### config.mk
export PLATFORM = sky130hd
export DESIGN_NAME = bsp_ctrl
export DESIGN_NICKNAME = d
export VERILOG_FILES = /design/src/hdl/bsp_pkg.sv /design/src/hdl/bsp_ctrl.sv
export SDC_FILE = /design/constraint.sdc
export NUM_CORES = 1
export LEC_CHECK = 0
export BUFFER_PORTS_ARGS = -buffer_cell sky130_fd_sc_hd__buf_2
export CAP_MARGIN = 20
export CORE_MARGIN = 2
export CORE_UTILIZATION = 40
export CTS_BUF_LIST = sky130_fd_sc_hd__clkbuf_2
export DETAILED_ROUTE_END_ITERATION = 6
export PLACE_DENSITY = 0.62
export REMOVE_ABC_BUFFERS = 1
export SLEW_MARGIN = 10
export SYNTH_ARGS = -nofsm -noshare
export SYNTH_HDL_FRONTEND = slang
export SYNTH_SLANG_ARGS = --single-unit
### constraint.sdc
create_clock -name clk -period 2 [get_ports clk]
set_input_delay 0.2 -clock clk [delete_from_list [all_inputs] [get_ports clk]]
set_output_delay 0.2 -clock clk [all_outputs]
set_load 0.01 [all_outputs]
### src/hdl/bsp_pkg.sv
// Shared types and constants for the Burning Ship pixel engine.
// No dependencies; imported by the interfaces, controller, datapath and top level.
package bsp_pkg;

  localparam int FRAC_BITS  = 28;
  localparam int COORD_W    = 10;
  localparam int ORIGIN_W   = 32;
  localparam int STEP_W     = 31;
  localparam int ITER_W     = 13;
  localparam int ARGB_W     = 32;
  localparam int CFG_IDX_W  = 3;
  localparam int CFG_DATA_W = 32;

  localparam int ZW = 45;
  localparam int MW = FRAC_BITS + 1;
  localparam int PW = 2 * MW;
  localparam int QW = PW - FRAC_BITS;
  localparam int IW = PW - FRAC_BITS + 1;

  localparam int T_W        = 16;
  localparam int DIV_STEPS  = 16;
  localparam int SQRT_STEPS = 32;
  localparam int CNT_W      = 5;

  localparam logic [15:0] COLOR_SCALE = 16'd65025;

  localparam logic [CFG_IDX_W-1:0] REG_REAL_ORIGIN = 3'd0;
  localparam logic [CFG_IDX_W-1:0] REG_IMAG_ORIGIN = 3'd1;
  localparam logic [CFG_IDX_W-1:0] REG_REAL_STEP   = 3'd2;
  localparam logic [CFG_IDX_W-1:0] REG_IMAG_STEP   = 3'd3;
  localparam logic [CFG_IDX_W-1:0] REG_MAX_ITER    = 3'd4;

  localparam logic [ORIGIN_W-1:0] RST_REAL_ORIGIN = 32'hE3333333;
  localparam logic [ORIGIN_W-1:0] RST_IMAG_ORIGIN = 32'hE0000000;
  localparam logic [STEP_W-1:0]   RST_REAL_STEP   = 31'd603980;
  localparam logic [STEP_W-1:0]   RST_IMAG_STEP   = 31'd671089;
  localparam logic [ITER_W-1:0]   RST_MAX_ITER    = 13'd100;

  typedef struct packed {
    logic capture;
    logic init;
    logic mul;
    logic upd;
    logic div_init;
    logic div_step;
    logic pow1;
    logic pow2;
    logic pow3;
    logic sqr_init;
    logic sqg_init;
    logic sq_step;
    logic out_load;
  } cmd_t;

  typedef struct packed {
    logic at_max;
    logic escape;
  } sts_t;

endpackage

### src/hdl/bsp_ctrl.sv
// Sequencer for the pixel engine: handshakes, iteration loop, coloring steps.
// Depends on bsp_pkg; drives bsp_dpath through cmd_t and reads sts_t.
module bsp_ctrl (
  input  logic          clk,
  input  logic          rst_n,
  input  logic          in_valid,
  output logic          in_ready,
  output logic          out_valid,
  input  logic          out_ready,
  input  bsp_pkg::sts_t sts,
  output bsp_pkg::cmd_t cmd
);
  import bsp_pkg::*;

  typedef enum logic [3:0] {
    S_IDLE, S_INIT, S_MUL, S_UPD, S_DIV_INIT, S_DIV, S_POW1, S_POW2, S_POW3,
    S_SQR_INIT, S_SQR, S_SQG_INIT, S_SQG, S_FIN
  } state_t;

  state_t             state_r, state_nxt;
  logic [CNT_W-1:0]   cnt_r, cnt_nxt;
  logic               out_valid_r, out_valid_nxt;

  assign in_ready  = (state_r == S_IDLE);
  assign out_valid = out_valid_r;

  always_comb begin
    cmd           = '0;
    state_nxt     = state_r;
    cnt_nxt       = cnt_r;
    out_valid_nxt = out_valid_r && !out_ready;
    unique case (state_r)
      S_IDLE: begin
        if (in_valid) begin
          cmd.capture = 1'b1;
          state_nxt   = S_INIT;
        end
      end
      S_INIT: begin
        cmd.init  = 1'b1;
        state_nxt = S_MUL;
      end
      S_MUL: begin
        if (sts.at_max) begin
          state_nxt = S_FIN;
        end else begin
          cmd.mul   = 1'b1;
          state_nxt = S_UPD;
        end
      end
      S_UPD: begin
        if (sts.escape) begin
          state_nxt = S_DIV_INIT;
        end else begin
          cmd.upd   = 1'b1;
          state_nxt = S_MUL;
        end
      end
      S_DIV_INIT: begin
        cmd.div_init = 1'b1;
        cnt_nxt      = '0;
        state_nxt    = S_DIV;
      end
      S_DIV: begin
        cmd.div_step = 1'b1;
        cnt_nxt      = cnt_r + 1'b1;
        if (cnt_r == CNT_W'(DIV_STEPS - 1)) state_nxt = S_POW1;
      end
      S_POW1: begin
        cmd.pow1  = 1'b1;
        state_nxt = S_POW2;
      end
      S_POW2: begin
        cmd.pow2  = 1'b1;
        state_nxt = S_POW3;
      end
      S_POW3: begin
        cmd.pow3  = 1'b1;
        state_nxt = S_SQR_INIT;
      end
      S_SQR_INIT: begin
        cmd.sqr_init = 1'b1;
        cnt_nxt      = '0;
        state_nxt    = S_SQR;
      end
      S_SQR: begin
        cmd.sq_step = 1'b1;
        cnt_nxt     = cnt_r + 1'b1;
        if (cnt_r == CNT_W'(SQRT_STEPS - 1)) state_nxt = S_SQG_INIT;
      end
      S_SQG_INIT: begin
        cmd.sqg_init = 1'b1;
        cnt_nxt      = '0;
        state_nxt    = S_SQG;
      end
      S_SQG: begin
        cmd.sq_step = 1'b1;
        cnt_nxt     = cnt_r + 1'b1;
        if (cnt_r == CNT_W'(SQRT_STEPS - 1)) state_nxt = S_FIN;
      end
      S_FIN: begin
        if (!out_valid_r || out_ready) begin
          cmd.out_load  = 1'b1;
          out_valid_nxt = 1'b1;
          state_nxt     = S_IDLE;
        end
      end
      default: state_nxt = S_IDLE;
    endcase
  end

  always_ff @(posedge clk) begin
    if (!rst_n) begin
      state_r     <= S_IDLE;
      cnt_r       <= '0;
      out_valid_r <= 1'b0;
    end else begin
      state_r     <= state_nxt;
      cnt_r       <= cnt_nxt;
      out_valid_r <= out_valid_nxt;
    end
  end

  a_no_overwrite: assert property (@(posedge clk) disable iff (!rst_n)
    cmd.out_load |-> (!out_valid_r || out_ready))
    else $error("result overwritten while held");

  a_accept_init: assert property (@(posedge clk) disable iff (!rst_n)
    (in_valid && in_ready) |=> (state_r == S_INIT))
    else $error("accepted request not started");

  a_load_sets_valid: assert property (@(posedge clk) disable iff (!rst_n)
    cmd.out_load |=> out_valid_r)
    else $error("result load without valid");

  a_upd_after_mul: assert property (@(posedge clk) disable iff (!rst_n)
    cmd.upd |-> $past(cmd.mul))
    else $error("update without products");
endmodule

# Yosys cells after proc, flatten, opt, wreduce, memory -nomap -nowiden
# Cells that the tools add are included.
# Widths: inputs -> output; s select.
# classes
n_addsub	1
n_eq_ne	20
n_mux	28
reduce_logical	10
# ops
cell	count
$pmux 4 s14	1
$eq 4x4->1 const B	6
$mux 4	6
$mux 1	19
$eq 4x3->1 const B	4
$ne 2x2->1 const B	5
$pmux 5 s2	1
$eq 4x2->1 const B	2
$reduce_or 3->1	2
$add 5x1->5 const B	1
$eq 5x4->1 const B	1
$eq 5x5->1 const B	1
$reduce_and 5->1	1
$eq 4x1->1 const B	1
$logic_not 4->1	1
$mux 3	1
$logic_not 1->1	2
$reduce_bool 2->1	1
$reduce_or 2->1	1
$logic_and 1x1->1	1
$logic_or 1x1->1	1
# totals
register_bits	10
inputBits	6
out_inout_bits	15
wordCells	62

# Longest topological paths before layout
# logic_depth
ltp_word	4
ltp_mapped	7
depth_no_buf	7

# Worst setup path before layout
# No wires, ideal clock.
# synth_path
kind	flip-flop to flip-flop
startpoint	register cnt_r[0]
endpoint	register state_r[3]
setup_ps	64
arrival_time_ps	1627
required_time_ps	1936
path_slack_ps	309
path_stages_with_launch	7
n_path_buf	0
period_less_slack_ps	1691
cell_sequence	dfxtp_1 > ha_1 > and3_1 > ha_1 > o32a_4 > a41o_1 > nor2_1
# synth_between
elab_chain_len	3
elab_cells_between_ends	6
cone_classes	eq/ne: 5; reduce/logical: 1
# synth_lines
item	line	rtl
from (decl)	bsp_ctrl.sv:21	logic [CNT_W-1:0] cnt_r, cnt_nxt;
from (signal assigned)	bsp_ctrl.sv:119	cnt_r <= cnt_nxt;
$eq 5x5->1 / $eq 5x4->1 (equally long branches)	bsp_ctrl.sv:89, bsp_ctrl.sv:99, bsp_ctrl.sv:67	
$ne 2x2->1 (no line)	n/a	
$reduce_and 5->1 (no line) *	n/a	
to (signal assigned)	bsp_ctrl.sv:118	state_r <= state_nxt;
to (decl)	bsp_ctrl.sv:20	state_t state_r, state_nxt;
# Every way passes the cells marked *; elsewhere a longest branch is shown, timed or not.
# A chain may end at the register's enable or synchronous reset.

==> impl_metrics.csv <==
group,metric,value,unit
setup_path,path_depth,4,
global_routing,grt_first_pass_wirelength,2656,µm
pwr,power.leakage,0.0003662,µW
placed_design,gp_congestion,0.7492,
cts,cts_tree,"done",
detailed_routing,wirelength,1723,µm
final_layout,fin_nets,126,
sta,setup_viol,0,
floorplanning,io_pins,21,
floorplanning,rows,15,
sta,slew_violations,0,
final_layout,syn_to_final_growth,17.80,%
floorplanning,fp.dieW,46.96,µm
detailed_routing,wl_per_cell,12.31,µm
synth,ys_seq_elements,10,
cts,clock-root-buffer,"clkbuf_2",
hold_path,whs_path_depth,3,
job,drv_cap,0,
sta,period_share,92.89,%
sta,fin_setup_tns,0,ps
placed_design,hpwl,1250,µm
sta,fin_skew,8.195,ps
placed_design,port-buffer-count,20,
sta,tightest_slew,511.2,ps
sta,period_needed,1858,ps
pwr,p_per_area,1070,mW/mm²
global_routing,grt_pass1_vias,615,
synth,synth_cell_type_count,40,
setup_path,path_max_fanout,16,
sta,rsz0062_at_grt,"no",
sta,hold_violations,0,
cts,post_cts_buffers,0,
synth,netlist_area,738.2,µm²
run_status,outcome,"finished clean",
synth,synth_flop_cell,"dfxtp_1",
synth,yosys-top-cells-area,"dfxtp_1, nor2_1, nand2b_1",
pwr,power,930.1,µW
global_routing,antenna_found_initial,0,
global_routing,grt_max_degree,17,
synth,synth_common_cells,"nor2_1, dfxtp_1, nand2b_1",
pwr,vdd_ir_drop_max,0.6093,mV
setup_path,cp-end-kind,"output pin",
setup_path,cp_slowest_cell,"dfxtp_1",
floorplanning,initial_core_util,42.75,%
cts,cts_sinks,10,
sta,fmax,538.3,MHz
cts,worstSkewPairLatency,260,ps
setup_path,critPathKind,"reg2out",
sta,slew_headroom,65.87,%
detailed_routing,route.vias.total,764,
cts,htreeDepth,1,
setup_path,start_kind,"flop",
cts,cts_hold_buf,0,
detailed_routing,drc_errors,0,
setup_path,path_delay_family,"simple AND/OR/NAND/NOR gates",
synth,synth_top_area_cell,"dfxtp_1",
setup_path,arrival,1660,ps
detailed_routing,dr.pass1.iters,4,
cts,numCtsBuffers,3,
final_layout,drive_gt1_share,25.22,%
cts,cts_buffer_depth,2,
floorplanning,coreArea,0.001727,mm²
detailed_routing,drt_iter0_drc,15,
synth,seq_area_frac_synth,27.12,%
setup_path,cp_num_buf_inv,1,
final_layout,fin_util,50.36,%
global_routing,overflow,0,
global_routing,grt_usage,17.06,%
setup_path,reg2regPathDepth,7,
setup_path,required,1800,ps
synth,syn_inst,96,
hold_path,worstHoldPathType,"in2reg",
synth,synth_most_common_cell,"nor2_1",
final_layout,design_area,869.6,µm²
synth,synth_top_area_share,27.12,%
synth,post_synth.cell_area_avg,7.690,µm²
synth,ys_warn_count,0,
floorplanning,die_y,46.96,µm
setup_path,critPathMaxStageDelay,480,ps
placed_design,dpl_cell_area,854.6,µm²
synth,synth_edf_count,0,
synth,async_flop_share,0,%
detailed_routing,ant_nets,0,
final_layout,antennaDiodeCount,0,
detailed_routing,drt-vias-per-instance,5.457,
setup_path,crit_chain,"or2_2 > nor3_1 > and2_1 > buf_2",
cts,clk_pin_slew_worst_paths,100,ps
floorplanning,design.die.area,0.002205,mm²
cts,cts_repair_resize_count,0,
-- area by class of cell --
type | instances | area, µm²
clock buffers | 3 | 15.01
fillers | 175 | 857.1
inverters | 4 | 15.01
multi-input cells | 76 | 493.0
flip-flops and latches | 10 | 200.2
well taps | 25 | 31.28
repair buffers | 22 | 115.1
-- path summary, 6_finish.rpt --
path,startpoint,to,slack [ps]
worst max-delay path,state_r[0],cmd[12],140
worst max register to register,cnt_r[0],state_r[2],200
worst min register to register,cnt_r[3],cnt_r[3],520
worst min-delay path,out_ready,out_valid,280
-- cells in the final DEF (no fill, tap or decap), types with 2 or more instances in the layout --
cell type | netlist | routed
buf_2 | 3 | 20
nor2_1 | 15 | 15
dfxtp_1 | 10 | 10
nand2b_1 | 8 | 8
a21oi_1 | 6 | 6
nor3_1 | 4 | 4
o21ai_0 | 4 | 4
nand2_1 | 3 | 3
ha_1 | 3 | 3
clkbuf_2 | 0 | 3
nor4_1 | 2 | 2
inv_1 | 2 | 2
and2_1 | 2 | 2
o2bb2ai_1 | 2 | 2
a31oi_1 | 2 | 2
nand3_1 | 2 | 2
a311oi_1 | 2 | 2
o22a_1 | 2 | 2
buf_4 | 1 | 2
-- sequential cells by signal, summed over array words and instances, names as in the netlist --
name	cells
out_valid	1
state_r	4
cnt_r	5
-- cells by family (layout without fill, tap and decap cells) --
group | after synthesis | after routing | share of synthesized area (%)
AO/OA/AOI/OAI | 29 | 29 | 30.34
XOR/XNOR | 1 | 1 | 1.187
adder cells (fa/ha/maj) | 3 | 3 | 5.085
buffers and inverters | 10 | 29 | 6.101
flip-flops | 10 | 10 | 27.12
AND/OR/NAND/NOR | 43 | 43 | 30.17
-- per-stage QoR --
step	setup slack, ps	std cells	hold WS (ps)
2_1_floorplan	308.0	90	413.8
3_3_place_gp	248.0	137	489.8
3_5_place_dp	202.5	137	488.3
4_1_cts	158.9	140	278.8
5_1_grt	22.86	140	279.8
6_report	142.2	140	281.3
-- where the power goes --
group	switching, µW	internal [µW]	total [µW]
combinational	290	214	504
clock	68.2	40.9	109
sequential	85.6	231	317
total	444	486	930
-- tightest hold or removal path: stages --
cell	delay [ps]
buf_2	80
nand2b_1	140
a21oi_1	70
-- per-layer routing --
metal | global-route usage [%] | share of wire, %
met4 | 10.00 | 1.2
met2 | 25.48 | 44
met1 | 23.33 | 51
met3 | 2.308 | 4.1
met5 | 0 | 0
No activity file was read; power rests on OpenSTA's default activity.
